[src/hdl/u16d_pkg.sv]
`timescale 1ns / 1ps
// ----------------------------------------------------------------------------
// u16d_pkg
// Shared types and constants for the UTF-16 byte decoder.
// ----------------------------------------------------------------------------
package u16d_pkg;

  localparam int CP_W    = 21;
  localparam int HELD_W  = 18;
  localparam int ADDR_W  = 3;
  localparam int DATA_W  = 32;

  localparam logic       OP_DATA  = 1'b0;
  localparam logic       OP_FLUSH = 1'b1;

  localparam logic [1:0] MODE_AUTO = 2'd0;
  localparam logic [1:0] MODE_BE   = 2'd1;
  localparam logic [1:0] MODE_LE   = 2'd2;

  localparam logic       REG_MODE  = 1'b0;

  localparam logic [15:0] BOM_SWAPPED = 16'hFFFE;
  localparam logic [15:0] BOM_NATIVE  = 16'hFEFF;
  localparam logic [5:0]  SUR_HIGH    = 6'b110110;
  localparam logic [5:0]  SUR_LOW     = 6'b110111;
  localparam logic [CP_W-1:0] SUPP_BASE = 21'h10000;

  typedef enum logic [1:0] {
    PH_FIRST     = 2'd0,
    PH_SECOND    = 2'd1,
    PH_HI_FIRST  = 2'd2,
    PH_HI_SECOND = 2'd3
  } phase_t;

  typedef enum logic [1:0] {
    ORD_NONE = 2'd0,
    ORD_BE   = 2'd1,
    ORD_LE   = 2'd2
  } order_t;

  typedef struct packed {
    logic [CP_W-1:0] code_point;
    logic            bad_input;
    logic            last_of_run;
  } res_t;

endpackage

[src/hdl/utf16_byte_decoder.sv]
`timescale 1ns / 1ps
// ----------------------------------------------------------------------------
// utf16_byte_decoder
// UTF-16 byte stream to Unicode code points with byte order mark detection.
// ----------------------------------------------------------------------------
// One byte request is taken per cycle. A byte completing a unit is decoded in
// the same cycle into the result register; a request yields zero, one or two
// results. A two-result request (high surrogate followed by a normal unit)
// parks its second result in a spare register; the input is held off until the
// spare result moves on, and while a result waits under out_stall. The first
// result of a request shows in the cycle after it is taken. Mode register at
// byte address 0: 0 auto (BOM), 1 big-endian, 2 little-endian, 3 as auto.
// ----------------------------------------------------------------------------
module utf16_byte_decoder (
  input  logic                       clk,
  input  logic                       rst_n,
  input  logic                       psel,
  input  logic                       penable,
  input  logic                       pwrite,
  input  logic [u16d_pkg::ADDR_W-1:0] paddr,
  input  logic [u16d_pkg::DATA_W-1:0] pwdata,
  output logic [u16d_pkg::DATA_W-1:0] prdata,
  output logic                       pready,
  input  logic                       in_valid,
  output logic                       in_stall,
  input  logic                       in_op,
  input  logic [7:0]                 in_data_byte,
  output logic                       out_valid,
  input  logic                       out_stall,
  output logic [u16d_pkg::CP_W-1:0]  out_code_point,
  output logic                       out_bad_input,
  output logic                       out_last_of_run
);
  import u16d_pkg::*;

  logic [1:0]        mode_r;
  phase_t            phase_r, phase_nxt;
  logic [HELD_W-1:0] held_r, held_nxt;
  order_t            order_r, order_nxt;

  res_t out_r, out_nxt, spare_r, spare_nxt;
  logic out_vld_r, out_vld_nxt, spare_vld_r, spare_vld_nxt;

  logic       acc, deq, cfg_wr;
  logic       le, autodet, hi, lo;
  logic [15:0] unit;
  logic [1:0]  nres;
  res_t        r0, r1;

  // config port
  assign pready = 1'b1;
  assign cfg_wr = psel & penable & pwrite;
  assign prdata = (paddr[ADDR_W-1] == REG_MODE) ? {{(DATA_W-2){1'b0}}, mode_r} : '0;

  always_ff @(posedge clk) begin
    if (!rst_n) begin
      mode_r <= MODE_AUTO;
    end else if (cfg_wr && paddr[ADDR_W-1] == REG_MODE) begin
      mode_r <= pwdata[1:0];
    end
  end

  // handshake
  assign in_stall = spare_vld_r | (out_vld_r & out_stall);
  assign acc      = in_valid & ~in_stall;
  assign deq      = out_vld_r & ~out_stall;

  // decode
  always_comb begin
    le      = 1'b0;
    autodet = 1'b0;
    case (mode_r)
      MODE_BE: le = 1'b0;
      MODE_LE: le = 1'b1;
      default: begin
        le      = (order_r == ORD_LE);
        autodet = (order_r == ORD_NONE) && (phase_r == PH_SECOND);
      end
    endcase
    unit = le ? {in_data_byte, held_r[7:0]} : {held_r[7:0], in_data_byte};
    hi   = (unit[15:10] == SUR_HIGH);
    lo   = (unit[15:10] == SUR_LOW);
  end

  always_comb begin
    phase_nxt = phase_r;
    held_nxt  = held_r;
    order_nxt = order_r;
    nres      = 2'd0;
    r0        = '0;
    r1        = '0;
    if (in_op == OP_FLUSH) begin
      if (phase_r != PH_FIRST) begin
        nres         = 2'd1;
        r0.bad_input = 1'b1;
      end
      phase_nxt = PH_FIRST;
      held_nxt  = '0;
      order_nxt = ORD_NONE;
    end else if (phase_r == PH_FIRST || phase_r == PH_HI_FIRST) begin
      held_nxt  = {held_r[HELD_W-1:8], in_data_byte};
      phase_nxt = (phase_r == PH_FIRST) ? PH_SECOND : PH_HI_SECOND;
    end else if (autodet && unit == BOM_SWAPPED) begin
      order_nxt = ORD_LE;
      phase_nxt = PH_FIRST;
      held_nxt  = '0;
    end else if (autodet && unit == BOM_NATIVE) begin
      order_nxt = ORD_BE;
      phase_nxt = PH_FIRST;
      held_nxt  = '0;
    end else begin
      if (autodet) begin
        order_nxt = ORD_BE;
      end
      if (hi) begin
        held_nxt  = {unit[9:0], 8'h00};
        phase_nxt = PH_HI_FIRST;
        if (phase_r == PH_HI_SECOND) begin
          nres         = 2'd1;
          r0.bad_input = 1'b1;
        end
      end else begin
        phase_nxt = PH_FIRST;
        held_nxt  = '0;
        if (phase_r == PH_SECOND) begin
          nres = 2'd1;
          if (lo) begin
            r0.bad_input = 1'b1;
          end else begin
            r0.code_point = {5'd0, unit};
          end
        end else if (lo) begin
          nres          = 2'd1;
          r0.code_point = {1'b0, held_r[HELD_W-1:8], unit[9:0]} + SUPP_BASE;
        end else begin
          // pending high surrogate broken by a normal unit
          nres          = 2'd2;
          r0.bad_input  = 1'b1;
          r1.code_point = {5'd0, unit};
        end
      end
    end
    r0.last_of_run = (nres == 2'd1);
    r1.last_of_run = 1'b1;
  end

  // result register and spare
  always_comb begin
    out_nxt       = out_r;
    out_vld_nxt   = out_vld_r;
    spare_nxt     = spare_r;
    spare_vld_nxt = spare_vld_r;
    if (deq) begin
      out_nxt       = spare_r;
      out_vld_nxt   = spare_vld_r;
      spare_vld_nxt = 1'b0;
    end
    if (acc && nres != 2'd0) begin
      out_nxt       = r0;
      out_vld_nxt   = 1'b1;
      spare_nxt     = r1;
      spare_vld_nxt = (nres == 2'd2);
    end
  end

  always_ff @(posedge clk) begin
    if (!rst_n) begin
      phase_r     <= PH_FIRST;
      held_r      <= '0;
      order_r     <= ORD_NONE;
      out_vld_r   <= 1'b0;
      spare_vld_r <= 1'b0;
    end else begin
      if (acc) begin
        phase_r <= phase_nxt;
        held_r  <= held_nxt;
        order_r <= order_nxt;
      end
      out_vld_r   <= out_vld_nxt;
      spare_vld_r <= spare_vld_nxt;
    end
  end

  always_ff @(posedge clk) begin
    out_r   <= out_nxt;
    spare_r <= spare_nxt;
  end

  assign out_valid       = out_vld_r;
  assign out_code_point  = out_r.code_point;
  assign out_bad_input   = out_r.bad_input;
  assign out_last_of_run = out_r.last_of_run;

  // checks
  a_spare_behind_out: assert property (@(posedge clk) disable iff (!rst_n)
    spare_vld_r |-> out_vld_r)
    else $error("spare result without head result");

  a_spare_is_last: assert property (@(posedge clk) disable iff (!rst_n)
    spare_vld_r |-> (spare_r.last_of_run && !out_r.last_of_run))
    else $error("spare result ordering broken");

  a_flush_clears: assert property (@(posedge clk) disable iff (!rst_n)
    (acc && in_op == OP_FLUSH) |=> (phase_r == PH_FIRST && order_r == ORD_NONE))
    else $error("flush did not clear state");

  a_bad_zero: assert property (@(posedge clk) disable iff (!rst_n)
    (out_vld_r && out_r.bad_input) |-> (out_r.code_point == '0))
    else $error("bad result carries a code point");

endmodule

[config.mk]
export PLATFORM = sky130hd
export DESIGN_NAME = utf16_byte_decoder
export DESIGN_NICKNAME = d
export VERILOG_FILES = /design/src/hdl/u16d_pkg.sv /design/src/hdl/utf16_byte_decoder.sv
export SDC_FILE = /design/constraint.sdc
export NUM_CORES = 1
export LEC_CHECK = 0
export BUFFER_PORTS_ARGS = -buffer_cell sky130_fd_sc_hd__buf_2
export CORE_AREA = 2 2 99 101
export DETAILED_ROUTE_END_ITERATION = 7
export DIE_AREA = 0 0 101 103
export SKIP_LAST_GASP = 1
export SYNTH_ARGS = -nofsm -noshare
export SYNTH_HDL_FRONTEND = slang
export SYNTH_SLANG_ARGS = --single-unit
[constraint.sdc]
create_clock -name clk -period 10.8 [get_ports clk]
set_input_delay 2.16 -clock clk [delete_from_list [all_inputs] [get_ports clk]]
set_output_delay 2.16 -clock clk [all_outputs]
set_load 0.05 [all_outputs]
# Word level (Yosys, flattened, before mapping)
# Cells that the tools add are included.
[word_totals]
reg_bits = 70
input_bits = 51
output_inout_bits = 58
[op_classes]
n_reduce_logical = 16
n_mux = 49
bitwise_logic = 9
addsub = 1
n_eq_ne = 13
[ops]
columns = ["op", "count"]
rows = [
  ["$mux W18", 5],
  ["$mux W22", 4],
  ["$mux W21", 3],
  ["$mux W23", 2],
  ["$mux W2", 19],
  ["$eq A16 B16 Y1 const B", 2],
  ["$mux W16", 2],
  ["$add A20 B17 Y21 const B", 1],
  ["$mux W1", 13],
  ["$eq A6 B6 Y1 const B", 2],
  ["$eq A2 B2 Y1 const B", 5],
  ["$eq A2 B1 Y1 const B", 3],
  ["$reduce_bool A2 Y1", 3],
  ["$reduce_or A6 Y1", 1],
  ["$and A1 B1 Y1", 5],
  ["$logic_and A1 B1 Y1", 5],
  ["$logic_not A2 Y1", 2],
  ["$reduce_bool A4 Y1", 1],
  ["$not A1 Y1", 3],
  ["$reduce_and A3 Y1", 1],
  ["$ne A2 B2 Y1 const B", 1],
  ["$pmux W1 S2", 1],
  ["$reduce_and A2 Y1", 1],
  ["$reduce_or A2 Y1", 1],
  ["2 further kinds", 2],
]

# Logic depth before layout (Yosys ltp)
# Gate-level depths: netlist of the first run.
[depth]
word_depth = 14
ltp_mapped = 14
mapped_depth_nobuf = 12

# Worst setup path before layout of the first run
# OpenSTA, ideal clock, no wires.
[synth_timing]
kind = "input to output"
start = "input paddr[2] in the netlist's numbering"
end = "output prdata[1] in the netlist's numbering"
t_required_ps = 8640
arrival_time_ps = 2849
path_buffers = 0
cell_stages = 1
setup_slack_ps = 5791
cell_sequence = "nor2b_1"
[synth_via]
elab_chain_cells = 1
[synth_lines]
columns = ["item", "line_no", "source"]
rows = [
  ["from (decl)", "utf16_byte_decoder.sv:20", "input logic [u16d_pkg::ADDR_W-1:0] paddr,"],
  ["$mux W2", "utf16_byte_decoder.sv:53", "assign prdata = (paddr[ADDR_W-1] == REG_MODE) ? {{(DATA_W-2){1'b0}}, mode_r} : '0;"],
  ["to (decl)", "utf16_byte_decoder.sv:22", "output logic [u16d_pkg::DATA_W-1:0] prdata,"],
]
# Every way passes these cells.

# Final worst setup path of the first run
[layout_timing]
start = "input in_data_byte[5]"
end = "register out_r, in the netlist out_code_point[0] (enable)"
[layout_via]
elab_chain_cells = 12
elab_cells_between_ends = 17
[layout_lines]
columns = ["item", "line_no", "source"]
rows = [
  ["from (decl)", "utf16_byte_decoder.sv:27", "input logic [7:0] in_data_byte,"],
  ["$mux W16 (*)", "utf16_byte_decoder.sv:80", "unit = le ? {in_data_byte, held_r[7:0]} : {held_r[7:0], in_data_byte};"],
  ["$eq A6 B6 Y1", "utf16_byte_decoder.sv:82", "lo = (unit[15:10] == SUR_LOW);"],
  ["$mux W2", "utf16_byte_decoder.sv:132", "end else if (lo) begin"],
  ["$mux W2", "utf16_byte_decoder.sv:125", "if (phase_r == PH_SECOND) begin"],
  ["$mux W2", "utf16_byte_decoder.sv:115", "if (hi) begin"],
  ["$mux W2", "utf16_byte_decoder.sv:107", "end else if (autodet && unit == BOM_NATIVE) begin"],
  ["$mux W2 (*)", "utf16_byte_decoder.sv:103", "end else if (autodet && unit == BOM_SWAPPED) begin"],
  ["$mux W2 (*)", "utf16_byte_decoder.sv:100", "end else if (phase_r == PH_FIRST || phase_r == PH_HI_FIRST) begin"],
  ["$mux W2 (*)", "utf16_byte_decoder.sv:92", "if (in_op == OP_FLUSH) begin"],
  ["$reduce_bool A2 Y1 (*)", "utf16_byte_decoder.sv:158", "if (acc && nres != 2'd0) begin"],
  ["$logic_and A1 B1 Y1 (*)", "utf16_byte_decoder.sv:158", ""],
  ["$reduce_bool A2 Y1 (no line) (*)", "--", ""],
  ["to (signal assigned)", "utf16_byte_decoder.sv:185", "out_r <= out_nxt;"],
  ["to (decl)", "utf16_byte_decoder.sv:41", "res_t out_r, out_nxt, spare_r, spare_nxt;"],
]
# Mark *: on every way between the ends. The rest lies on a longest branch, timed or not.
# A chain may end at the register's enable or synchronous reset.

==> run metrics, run 1 <==
final slew viol count 0; number of synthesized flops with an enable pin 39; Synth Area in Compound Gates 10.9%; detailed-route DRC error count 0; Hold Path Class register to register; Synth Flop Type edfxtp_1; Startpoint Class input pin; total track usage 15.3%; Async SR Flop Fraction 0%; post-synthesis sequential area ratio 47.2%; post-cts resize count 0; Worst Tran Pin Value 1050 ps; adder-cell share of the synthesized area 1.40%; clock latency on the worst-skew pair 350 ps; worst hold endpoint held_r[8]; number of antenna violations at the first check in global routing 0; r2r worst-path depth 11; RSZ-0062 raised after global routing false; Netlist Area Pre-Place 3580 um^2; hold bufs inserted after CTS 0; Post-Synth Simple-Gate Area 19.5%; Crit path arrival time 5140 ps; post-synthesis mux area share 10.5%; TNS Setup 0 ps; Worst Path Max Fanout 23; Detailed Place HPWL 5.50 mm; Max Root-Sink Buffers 2; worst hold path startpoint held_r[8]; CTS tree built; Final Net Count 450; port buffer count 45; number of CTS-inserted buffers 9; clock-pin slew on the worst setup and hold paths 70 ps; Leakage 1.48 nW; Synth Register Bits 65; critical path class input pin to register; Detail Route Antenna Nets 0; YS warnings 0; final hold violation count 0; WL per Instance 14.5 um; Routed WL 7.48 mm; Worst VDD drop 0.0455 mV; Pwr Total 0.610 mW; largest net degree at the start of global routing 38; gpl congestion 0.899; hold depth 2; FP Rows 36; Post-Syn Instances 353; run status completed; CTS sink cnt 65; Initial Utilization 37.9%; final setup vio count 0; DR vias 2613; number of fillers in the final layout 950; FF-to-FF setup slack 6470 ps; reg-to-reg endpoint out_code_point[0]; worst r2r src mode_r[0]; fmax 188 MHz; Pwr per Cell Area 154 nW/um^2; H-tree depth 3; Core Region 9460 um^2; syn avg cell area 10.1 um^2; first-pass GRT wire length 12.1 mm; CP Data Required Time 10600 ps; Starting DRT DRC Count 149; post-synthesis share of cell area spent on xor and xnor gates 0.978%; period utilization 49.4%; Die Footprint 10400 um^2; Cell variety after synth 55; Inserted Diodes 0; Clock Skews 6.77 ps; GRT overflow 0; slew margin rel. 30.0%; layout cells sized above 1 20.3%; main combinational cell family by area after synthesis simple AND/OR/NAND/NOR gates; CTS Root Cell clkbuf_8; Post CTS Setup Buffer Count 0; die width 101 um; area grow syn2layout 10.4%; I/O pin total 109; vias in the first global route 2480; vias per cell 5.08; Die H 103 um; post-route minimum period 5330 ps; DRT Pass-1 Iters 4; max-cap violations 0; crit end category register
==> cell usage in the layout, fill, tap and decap left out, types with 11 or more instances in the layout <==
cell      Yosys  layout
nor2_1       39      39
o21ai_0      18      18
buf_2         4      45
edfxtp_1     39      39
nand2_1      34      34
a21oi_1      16      16
mux2_4       11      11
dfxtp_1      26      26
mux2i_1      19      19
conb_1        2      31
nand3_1      16      16
==> cell type report <==
cell class / instances / area [um^2] / share of cell area (%)
sequential: 65 / 1690 / 42.8
multi-input combinational: 265 / 1670 / 42.2
timing repair buffer: 45 / 225 / 5.69
tap: 114 / 143 / 3.61
clock buffer: 9 / 124 / 3.13
clock inverter: 7 / 70.1 / 1.77
inverter: 9 / 33.8 / 0.854
==> kinds of logic (layout without fill, tap and decap cells) <==
group | Yosys count | count (layout)
AND/OR/NAND/NOR | 137 | 137
XOR/XNOR | 4 | 4
other | 2 | 31
adder cells (fa/ha/maj) | 4 | 4
buffers and inverters | 52 | 70
flip-flops | 65 | 65
multiplexers | 32 | 32
AO/OA/AOI/OAI | 57 | 57
==> where the power goes <==
group          internal [mW]  switching [mW]
clock network          0.106          0.0989
logic                 0.0272          0.0907
registers              0.282         0.00549
total                  0.415           0.195
==> worst max path at each step <==
stage	startpoint	endpoint	slack [ps]	cells after the start
final	in_data_byte[5]	out_code_point[0]	5470	10
after global routing	in_data_byte[5]	out_code_point[9]	5120	10
after CTS	in_data_byte[5]	out_code_point[9]	5420	10
after detailed placement	in_data_byte[5]	out_code_point[0]	5070	10
after global placement	in_data_byte[5]	out_code_point[0]	5100	10
after floorplan	paddr[2]	prdata[1]	5790	1
==> layer usage <==
metal | up-vias | global-route usage (%) | wire length [um]
li1 | 1294 | - | -
met1 | 1225 | 20.0 | 3550
met2 | 79 | 24.2 | 3410
met3 | 15 | 3.32 | 369
met4 | 0 | 7.28 | 145
met5 | - | 0 | 0
==> cell usage after synthesis, types with 7 or more instances <==
cell | count | area share [%]
o21ai_0 | 18 | 2.5
mux2i_1 | 19 | 5.3
buf_4 | 31 | 6.5
a21oi_1 | 16 | 2.2
nor2_1 | 39 | 4.1
nand2_1 | 34 | 3.6
edfxtp_1 | 39 | 33
inv_1 | 9 | 0.94
nand3_1 | 16 | 2.2
nor2b_1 | 7 | 1.2
mux2_4 | 11 | 4.6
dfxtp_1 | 26 | 15
==> through the flow <==
step / instances / utilization, % / setup WS, ps / area [um^2] / hold WS (ps)
finish: 514 / 41.8 / 5470 / 3960 / 465
global route: 514 / 41.8 / 5120 / 3960 / 497
CTS: 514 / 41.8 / 5420 / 3960 / 472
detailed placement: 498 / 39.8 / 5070 / 3760 / 455
global placement: 498 / 39.8 / 5100 / 3760 / 447
floorplan: 382 / - / 5790 / 3690 / 425
==> flip-flops by register name, indices dropped and copies added (netlist names) <==
name             flops
order_r              2
out_code_point      21
held_r              18
out_last_of_run      1
mode_r               2
out_valid            1
spare_r             16
spare_vld_r          1
out_bad_input        1
phase_r              2
==> critical path, stage by stage <==
cell and delay, ps:
buf_2 130, and3b_1 240, o21ai_0 120, a222oi_1 820, inv_1 240, ha_1 260, nand3_1 70, nor2_1 100
a2bb2oi_4 230, nand3_1 750
No activity file was read; power rests on OpenSTA's default activity.
==> run 2, diff against run 1 <==
--- a/config.mk
+++ b/config.mk
@@ -9,6 +9,7 @@
 export CORE_AREA = 2 2 99 101
 export DETAILED_ROUTE_END_ITERATION = 7
 export DIE_AREA = 0 0 101 103
+export PLACE_DENSITY = 0.65
 export SKIP_LAST_GASP = 1
 export SYNTH_ARGS = -nofsm -noshare
 export SYNTH_HDL_FRONTEND = slang
==> constraint.sdc (replaced) <==
create_clock -name clk -period 4.4 [get_ports clk]
set_input_delay 0.88 -clock clk [delete_from_list [all_inputs] [get_ports clk]]
set_output_delay 0.88 -clock clk [all_outputs]
set_load 0.05 [all_outputs]
==> run metrics, run 2 (synthesis results as in run 1) <==
run status completed; vias per cell 5.01; final slew viol count 0; Pwr per Cell Area 387 nW/um^2; final hold violation count 0; Max Root-Sink Buffers 2; Initial Utilization 37.9%; max-cap violations 0; DR vias 2615; layout cells sized above 1 21.8%; total track usage 15.2%; port buffer count 45; commonest non-fill, non-tap cell in the layout buf_2; Placed Area 3820 um^2; Detail Route Antenna Nets 0; gpl congestion 0.908; area grow syn2layout 12.7%; detailed-route DRC error count 0; CP Data Required Time 4490 ps; largest net degree at the start of global routing 31; Worst VDD drop 0.155 mV; number of CTS-inserted buffers 9; number of fillers in the final layout 932; GRT overflow 0; hold bufs inserted after CTS 0; I/O pin total 109; Crit path arrival time 3770 ps; DRT Pass-1 Iters 4; fmax 272 MHz; most frequent cells in the layout buf_2, nor2_1, edfxtp_1; TNS Setup 0 ps; CTS Root Cell clkbuf_8; post-route minimum period 3680 ps; max FFs per register 21; vias in the first global route 2406; period utilization 83.7%; post-cts resize count 0; Routed WL 7.49 mm; Detailed Place HPWL 5.53 mm; RSZ-0062 raised after global routing false; Leakage 1.53 nW; Final Net Count 458; clock latency on the worst-skew pair 350 ps; Clock Skews 6.79 ps; Inserted Diodes 0; slowest CP cell a222oi_1; slew margin rel. 48.0%; WL per Instance 14.3 um; register area 1690 um^2; Die H 103 um; Starting DRT DRC Count 208; multi-input logic area 1670 um^2; Post CTS Setup Buffer Count 0; die width 101 um; critical-path cell list inv_1, ha_1, nand3b_1, nand3_1, a222oi_1, inv_1, ha_1, nand3_1, nor2_1, a2bb2oi_4, nand2_2, buf_4, mux2i_1; final core occ 42.7%; critical path class register to register; first-pass GRT wire length 12.0 mm; CTS sink cnt 65; H-tree depth 3; clock-pin slew on the worst setup and hold paths 70 ps; Die Footprint 10400 um^2; crit end category register; fin area 4040 um^2; Worst Tran Pin Value 777 ps; max incr delay on CP 460 ps; Core Region 9460 um^2; FP Rows 36; Worst Path Max Fanout 30; Hold Path Class register to register; final setup vio count 0; Startpoint Class register; number of antenna violations at the first check in global routing 0; CTS tree built
[run 2: changes by cell type in the layout (fill, tap and decap cells not counted), sizes merged]
cell	change
clkinvlp	+1
bufinv	+1
buf	+8
clkinv	-2
[run 2: worst max-delay path: cells and delay by family (launching register included)]
family / cells / cell delay (ps)
AND/OR/NAND/NOR: 5 / 1080
adder cells (fa/ha/maj): 2 / 610
buffers and inverters: 3 / 600
multiplexers: 1 / 140
flip-flops: 1 / 340
AO/OA/AOI/OAI: 2 / 650
[run 2: power by group]
group          total [mW]  switching (mW)  internal, mW
registers           0.704          0.0136         0.690
logic               0.296           0.224        0.0720
clock network       0.565           0.247         0.319
[run 2: path summary, 6_finish.rpt]
| check | startpoint | to | slack (ps) | cells after the start |
|---|---|---|---|---|
| worst max-delay path | mode_r[0] | out_code_point[14] | 720 | 13 |
| worst min-delay path | held_r[11] | held_r[11] | 460 | 2 |
| worst max register to register | mode_r[0] | out_code_point[14] | 720 | 13 |
| worst min register to register | held_r[11] | held_r[11] | 460 | 2 |
[run 2: per-stage QoR]
| step | hold WS [ps] | setup WS (ps) | power, mW | cells |
|---|---|---|---|---|
| 4_1_cts | 462 | 701 | 1.57 | 522 |
| 3_5_place_dp | 445 | 659 | 1.01 | 506 |
| 6_report | 464 | 717 | 1.56 | 522 |
| 3_3_place_gp | 443 | 694 | 1.01 | 506 |
| 5_1_grt | 485 | 404 | 1.62 | 522 |
| 2_1_floorplan | 425 | 849 | 0.977 | 382 |
[run 2: per-layer routing]
metal | GRT usage (%) | wire length (um) | vias up
met5 | 0 | 0 | -
met4 | 6.24 | 134 | 0
met1 | 19.4 | 3390 | 1209
li1 | - | - | 1302
met3 | 3.66 | 447 | 12
met2 | 24.8 | 3510 | 92
[run 2: cell type report]
class / count / share of cell area [%]
multi-input cells: 265 / 41.3
inverters: 9 / 0.836
clock inverters: 7 / 2.32
repair buffers: 53 / 7.06
flip-flops and latches: 65 / 41.9
clock buffers: 9 / 3.07
well taps: 114 / 3.53
